**src/bpc_pkg.sv**
```systemverilog
`timescale 1ns / 1ps

package bpc_pkg;

    localparam int THR_W   = 8;
    localparam int CFG_IDX_W = 2;

    // command codes
    localparam logic CMD_EDGE = 1'b0;
    localparam logic CMD_TICK = 1'b1;

    // press event codes
    localparam logic [1:0] EV_NONE   = 2'd0;
    localparam logic [1:0] EV_SINGLE = 2'd1;
    localparam logic [1:0] EV_DOUBLE = 2'd2;
    localparam logic [1:0] EV_POWER  = 2'd3;

    // configuration register indexes
    localparam logic [CFG_IDX_W-1:0] REG_LONG_PRESS  = 2'd0;
    localparam logic [CFG_IDX_W-1:0] REG_MIN_PRESS   = 2'd1;
    localparam logic [CFG_IDX_W-1:0] REG_SECOND_WAIT = 2'd2;

    typedef struct packed {
        logic [THR_W-1:0] long_press_ticks;
        logic [THR_W-1:0] min_press_ticks;
        logic [THR_W-1:0] second_wait_ticks;
    } cfg_t;

    typedef struct packed {
        logic command;
        logic button_down;
        logic powered_down;
    } item_t;

    typedef struct packed {
        logic [1:0] press_event;
        logic       busy_res;
    } result_t;

endpackage

```
**src/button_press_classifier_core.sv**
```systemverilog
`timescale 1ns / 1ps

// Push-button press classifier.
// Input stream: one request per press edge (tuser = 0) or check tick
// (tuser = 1). Tick requests carry the sampled pin level, edge requests the
// sleep flag. Every request yields exactly one result on the output stream:
// the press event (none, single, double, long power press) and whether a
// press sequence is still running afterwards.
// Thresholds are set through the write port (index 0 long press, 1 minimum
// press, 2 second-press wait); write only while the block is idle.
// A request is held in the input register; its result is then loaded into
// the result register, which drives m_tdata.
// Throughput: one request per cycle while the receiver takes results; the
// phase and tick counter update when a request moves between the two registers.
// Reset: thresholds return to 20/1/5, phase to idle, counter to zero, both
// register stages empty.
// When the receiver stalls the result register holds; the input register
// still takes one more request, after which s_tready drops until the
// result is taken.

module button_press_classifier_core #(
    parameter int COUNT_BITS = 8
) (
    input  logic                            clk,
    input  logic                            rst_n,
    input  logic                            s_tvalid,
    output logic                            s_tready,
    input  logic [7:0]                      s_tdata,  // [0] button_down, [1] powered_down
    input  logic                            s_tuser,  // [0] command
    output logic                            m_tvalid,
    input  logic                            m_tready,
    output logic [7:0]                      m_tdata,  // [1:0] press_event, [2] busy_res
    input  logic                            cfg_we,
    input  logic [bpc_pkg::CFG_IDX_W-1:0]   cfg_index,
    input  logic [bpc_pkg::THR_W-1:0]       cfg_wdata
);
    import bpc_pkg::*;

    cfg_t    cfg;
    item_t   in_item_reg;
    logic    in_valid_reg;
    result_t res;
    result_t out_res_reg;
    logic    out_valid_reg;
    logic    advance;

    bpc_cfg u_cfg (
        .clk       (clk),
        .rst_n     (rst_n),
        .cfg_we    (cfg_we),
        .cfg_index (cfg_index),
        .cfg_wdata (cfg_wdata),
        .cfg       (cfg)
    );

    assign advance  = in_valid_reg && (!out_valid_reg || m_tready);
    assign s_tready = !in_valid_reg || advance;

    always_ff @(posedge clk or negedge rst_n)
    begin
        if (!rst_n)
            in_valid_reg <= 1'b0;
        else if (s_tready)
            in_valid_reg <= s_tvalid;
    end

    always_ff @(posedge clk)
    begin
        if (s_tvalid && s_tready)
        begin
            in_item_reg.command      <= s_tuser;
            in_item_reg.button_down  <= s_tdata[0];
            in_item_reg.powered_down <= s_tdata[1];
        end
    end

    bpc_fsm #(
        .COUNT_BITS (COUNT_BITS)
    ) u_fsm (
        .clk   (clk),
        .rst_n (rst_n),
        .step  (advance),
        .item  (in_item_reg),
        .cfg   (cfg),
        .res   (res)
    );

    always_ff @(posedge clk or negedge rst_n)
    begin
        if (!rst_n)
            out_valid_reg <= 1'b0;
        else if (advance)
            out_valid_reg <= 1'b1;
        else if (m_tready)
            out_valid_reg <= 1'b0;
    end

    always_ff @(posedge clk)
    begin
        if (advance)
            out_res_reg <= res;
    end

    assign m_tvalid = out_valid_reg;
    assign m_tdata  = {5'b0, out_res_reg.busy_res, out_res_reg.press_event};

    a_event_ends_sequence: assert property (@(posedge clk) disable iff (!rst_n)
        m_tvalid && m_tdata[1:0] != EV_NONE |-> !m_tdata[2])
        else $error("press event reported while sequence still busy");

    a_edge_no_event: assert property (@(posedge clk) disable iff (!rst_n)
        advance && in_item_reg.command == CMD_EDGE |-> res.press_event == EV_NONE)
        else $error("press edge produced an event");

    a_advance_fills_output: assert property (@(posedge clk) disable iff (!rst_n)
        advance |=> m_tvalid)
        else $error("result register not loaded after advance");

    a_empty_output_ready: assert property (@(posedge clk) disable iff (!rst_n)
        !m_tvalid |-> s_tready)
        else $error("input stalled with empty result register");

endmodule

```
**src/bpc_cfg.sv**
```systemverilog
`timescale 1ns / 1ps

module bpc_cfg (
    input  logic                            clk,
    input  logic                            rst_n,
    input  logic                            cfg_we,
    input  logic [bpc_pkg::CFG_IDX_W-1:0]   cfg_index,
    input  logic [bpc_pkg::THR_W-1:0]       cfg_wdata,
    output bpc_pkg::cfg_t                   cfg
);
    import bpc_pkg::*;

    cfg_t cfg_reg;

    always_ff @(posedge clk or negedge rst_n)
    begin
        if (!rst_n)
        begin
            cfg_reg.long_press_ticks  <= THR_W'(20);
            cfg_reg.min_press_ticks   <= THR_W'(1);
            cfg_reg.second_wait_ticks <= THR_W'(5);
        end
        else if (cfg_we)
        begin
            unique case (cfg_index)
                REG_LONG_PRESS:  cfg_reg.long_press_ticks  <= cfg_wdata;
                REG_MIN_PRESS:   cfg_reg.min_press_ticks   <= cfg_wdata;
                REG_SECOND_WAIT: cfg_reg.second_wait_ticks <= cfg_wdata;
                default:         ; // unused index, write dropped
            endcase
        end
    end

    assign cfg = cfg_reg;

endmodule

```
**src/bpc_fsm.sv**
```systemverilog
`timescale 1ns / 1ps

module bpc_fsm #(
    parameter int COUNT_BITS = 8
) (
    input  logic              clk,
    input  logic              rst_n,
    input  logic              step,
    input  bpc_pkg::item_t    item,
    input  bpc_pkg::cfg_t     cfg,
    output bpc_pkg::result_t  res
);
    import bpc_pkg::*;

    localparam int CW = (COUNT_BITS > THR_W) ? COUNT_BITS : THR_W;

    localparam logic [1:0] PH_IDLE   = 2'd0;
    localparam logic [1:0] PH_FIRST  = 2'd1;
    localparam logic [1:0] PH_WAIT2  = 2'd2;
    localparam logic [1:0] PH_SECOND = 2'd3;

    logic [1:0]            phase_reg, phase_next;
    logic [COUNT_BITS-1:0] count_reg, count_next;
    logic [COUNT_BITS-1:0] count_inc;
    logic [CW-1:0]         count_w, long_w, min_w, wait_w;
    logic [1:0]            ev;

    assign count_w = CW'(count_reg);
    assign long_w  = CW'(cfg.long_press_ticks);
    assign min_w   = CW'(cfg.min_press_ticks);
    assign wait_w  = CW'(cfg.second_wait_ticks);

    // saturating increment
    assign count_inc = (&count_reg) ? count_reg : count_reg + COUNT_BITS'(1);

    always_comb
    begin
        phase_next = phase_reg;
        count_next = count_reg;
        ev         = EV_NONE;
        if (item.command == CMD_EDGE)
        begin
            if (phase_reg == PH_IDLE && !item.powered_down)
                phase_next = PH_FIRST;
        end
        else
        begin
            unique case (phase_reg)
                PH_IDLE: ;
                PH_FIRST:
                begin
                    if (item.button_down)
                    begin
                        if (count_w >= long_w)
                        begin
                            ev         = EV_POWER;
                            phase_next = PH_IDLE;
                            count_next = '0;
                        end
                        else
                            count_next = count_inc;
                    end
                    else if (count_w < min_w)
                    begin
                        phase_next = PH_IDLE;   // bounce
                        count_next = '0;
                    end
                    else
                    begin
                        phase_next = PH_WAIT2;
                        count_next = '0;
                    end
                end
                PH_WAIT2:
                begin
                    if (item.button_down)
                    begin
                        phase_next = PH_SECOND;
                        count_next = '0;
                    end
                    else if (count_w < wait_w)
                        count_next = count_inc;
                    else
                    begin
                        ev         = EV_SINGLE;
                        phase_next = PH_IDLE;
                        count_next = '0;
                    end
                end
                PH_SECOND:
                begin
                    if (item.button_down)
                    begin
                        if (count_w < long_w)
                            count_next = count_inc;
                        else
                        begin
                            ev         = EV_POWER;
                            phase_next = PH_IDLE;
                            count_next = '0;
                        end
                    end
                    else
                    begin
                        ev         = (count_w < min_w) ? EV_SINGLE : EV_DOUBLE;
                        phase_next = PH_IDLE;
                        count_next = '0;
                    end
                end
                default: ;
            endcase
        end
    end

    always_ff @(posedge clk or negedge rst_n)
    begin
        if (!rst_n)
        begin
            phase_reg <= PH_IDLE;
            count_reg <= '0;
        end
        else if (step)
        begin
            phase_reg <= phase_next;
            count_reg <= count_next;
        end
    end

    assign res.press_event = ev;
    assign res.busy_res    = (phase_next != PH_IDLE);

endmodule

```
**config.mk**
```make
export PLATFORM = sky130hd
export DESIGN_NAME = button_press_classifier_core
export DESIGN_NICKNAME = d
export VERILOG_FILES = /design/src/bpc_pkg.sv /design/src/button_press_classifier_core.sv /design/src/bpc_cfg.sv /design/src/bpc_fsm.sv
export SDC_FILE = /design/constraint.sdc
export NUM_CORES = 1
export LEC_CHECK = 0
export BUFFER_PORTS_ARGS = -buffer_cell sky130_fd_sc_hd__buf_2
export CAP_MARGIN = 20
export CORE_UTILIZATION = 50
export CTS_CLUSTER_SIZE = 16
export DETAILED_ROUTE_END_ITERATION = 7
export PLACE_DENSITY = 0.71
export SLEW_MARGIN = 5
export SYNTH_ARGS = -nofsm -noshare
export SYNTH_HDL_FRONTEND = slang
export SYNTH_SLANG_ARGS = --single-unit
```
**constraint.sdc**
```tcl
create_clock -name clk -period 5.3 [get_ports clk]
set_clock_uncertainty 0.2 [all_clocks]
set_input_delay 1.06 -clock clk [delete_from_list [all_inputs] [get_ports clk]]
set_output_delay 1.06 -clock clk [all_outputs]
set_load 0.01 [all_outputs]
```
==> key figures <==
Timing
  – Min Tclk post-route: 2.769 ns
  – FMAX: 361.2 MHz
  – Final setup TNS: 0 ns
  – Slew Limit Headroom: 47.38%
  – Fin crit share: 52.24%
  – Max-slew violations: 0
  – Least-Margin Pin Slew: 0.7893 ns
  – PnR worst setup slack: 2.531 ns
  – RSZ-0062 raised after global routing: false
  – Hold Vio Cnt, Final: 0
  – Final-report setup violation count: 0

CTS
  – Clock Latency Late Sink: 0.29 ns
  – Num CTS Buffers: 5
  – CTS Hold Bufs: 0
  – # H-tree levels: 2
  – Clock Path Buffers: 2
  – Clk sinks: 42
  – # resized after CTS: 0
  – CTS tree: done
  – Root Driver: clkbuf_8
  – Setup bufs post-CTS: 0
  – Clock Pin Slew Worst Setup and Hold Paths: 0.07 ns

Route
  – Routed length per placed instance: 13.98 um
  – Antenna violation net count after detailed routing: 0
  – Routed WL: 4781 um
  – Residual DRC count: 0
  – Initial DRC count: 126
  – Via count: 1,887
  – First-pass DRT Iterations: 4
  – Via density: 5.518

Critical path
  – Max FO, Critical Path: 3
  – Startpoint Class: input pin
  – Nature of the critical path endpoint: primary output
  – R2R setup slack: 2.74 ns
  – CP arrival: 1.51 ns
  – Crit Path Category: input pin to primary output
  – Req. time, crit path: 4.04 ns

Global route
  – GRT overflow: 0
  – Largest net degree at the start of global routing: 37
  – Initial antenna violation count: 0
  – Global-route wire length before repair: 8431 um
  – Total track usage: 20.85%
  – Number of global-route vias before repair: 1,856

Floorplan
  – Initial Util: 53.17%
  – Die X-Extent: 73.57 um
  – CORE AREA: 0.004817 mm2
  – Site Rows: 25
  – # IOs: 34
  – Total die area: 0.005413 mm2
  – Die H: 73.57 um

Logic synthesis
  – Synth Register Bits: 42
  – Avg Inst Size Synth: 10.20 um2
  – YS warnings: 0
  – Cell count after synthesis: 251
  – Mapped Area: 0.002561 mm2
  – Async SR Flop Fraction: 85.71%
  – Cell variety after synth: 54
  – Number of synthesized flops with an enable pin: 6
  – Post-synthesis sequential area ratio: 42.45%
  – Ys flop type: dfrtp_1

Run status
  – Status: complete, no violations

Power
  – Power, Total: 0.001086 W
  – Switching Fraction: 34.21%
  – Max VDD drop: 0.2058 mV
  – Part of the power in the clock network: 24.0%
  – Int Pwr: 0.0007143 W
  – Leak: 1.286 nW
  – Register share of total power: 42.9%
  – NetSw: 0.0003714 W
  – Gate power share: 33.1%
  – Power density over the cells: 385.0 mW/mm2

Finish
  – Final core utilization: 58.55%
  – Layout net count: 321
  – Leading cell types in the layout, fill and taps excluded: dfrtp_1 (31), inv_1 (27), ha_1 (23)
  – FF/Latch Area: 0.001087 mm2
  – # fillers: 448
  – Number of flip-flops in the largest register: 24
  – Antenna Cells: 0
  – Layout area overhead: 10.11%
  – Share of cells above drive strength 1: 24.00%
  – Commonest non-fill, non-tap cell in the layout: dfrtp_1
  – Area of the multi-input gates: 0.001314 mm2

Min path
  – Hold Path Class: flip-flop to flip-flop

Placed design
  – GPL Wtd Cong: 0.8348
  – Post-Place Setup Slack: 2.530 ns
  – Port bufs: 22
  – HPWL Detailed: 3652 um

Flow run
  – Max Cap Viol: 0
[Yosys cell counts (2+ instances only)]
master    number  area, um2
a211o_1        4      35.03
dfstp_2        5      131.4
inv_1         27      101.4
o21ai_2        2      17.52
nor2_1        10      37.54
o211ai_1       3      22.52
nor3_2         2      20.02
a211oi_1       3      22.52
ha_1          23      287.8
o21a_1         5      37.54
mux2_2        17      191.4
a21oi_1       13      65.06
nand4_1        4      25.02
o21ai_0       13      65.06
a21oi_2        2      17.52
clkbuf_1       2      7.510
nand3b_1       3      22.52
o21ai_1        2      10.01
and2_1         3      18.77
buf_4          6      45.04
dfrtp_1       31      775.7
edfxtp_1       6      180.2
nor3_1         2      10.01
nand2_1       21      78.83
nand2b_1       8      50.05
nand3_1        5      25.02
nor4_1         2      12.51
[path summary, 6_finish.rpt]
check                           depth (start not counted)                 end    startpoint
worst max-delay path                                    3            s_tready      m_tready
worst min-delay path                                    1        u_cfg.cfg[3]  u_cfg.cfg[3]
worst max register to register                          8  u_fsm.count_reg[0]  u_cfg.cfg[2]
worst min register to register                          1        u_cfg.cfg[3]  u_cfg.cfg[3]
max in group asynchronous                               1  u_fsm.count_reg[6]         rst_n
min in group asynchronous                               1       u_cfg.cfg[15]         rst_n
[power groups by stage]
stage / clock network, W / registers [W] / logic, W
2_1_floorplan: 0 / 0.000442 / 0.000302
3_3_place_gp: 0 / 0.000470 / 0.000346
3_5_place_dp: 0 / 0.000473 / 0.000359
4_1_cts: 0.000262 / 0.000466 / 0.000363
5_1_grt: 0.000279 / 0.000477 / 0.000419
6_report: 0.000261 / 0.000465 / 0.000360
[through the flow]
step,cell area [um2],cells,hold WS (ns)
global placement,2704,334,0.2898
CTS,2820,342,0.3113
global route,2820,342,0.3277
finish,2820,342,0.3089
detailed placement,2704,334,0.2940
floorplan,2576,255,0.2794
[cells by family (layout without fill, tap and decap cells)]
group                      count (synthesis)  after routing  synth area share (%)
AOI/OAI and AO/OA                         60             60                 16.90
adders and majority gates                 23             23                 11.24
buffers and inverters                     38             58                 6.839
DFF                                       42             42                 42.45
muxes                                     18             18                 7.865
other                                      1              5                0.1464
and+or+nand+nor                           69             69                 14.56
[worst max-delay path, cell delays in order]
cell,delay [ns]
buf_2,0.10
nand3b_1,0.18
buf_2,0.16
[cell type report]
cell class / instances / share of cell area [%]
Multi-Input combinational cell: 175 / 46.58
Clock inverter: 1 / 1.065
Clock buffer: 7 / 3.061
Inverter: 27 / 3.594
Tap cell: 67 / 2.972
Timing Repair Buffer: 23 / 4.170
Sequential cell: 42 / 38.55
[routing by layer]
| layer | GRT usage, % | vias up | share of wire (%) |
|---|---|---|---|
| met3 | 4.390 | 5 | 3.2 |
| li1 | - | 940 | - |
| met5 | 0 | - | 0 |
| met4 | 6.624 | 0 | 1.4 |
| met1 | 27.57 | 910 | 47 |
| met2 | 34.25 | 32 | 49 |
Note: power is estimated with default switching activity, not from simulation.
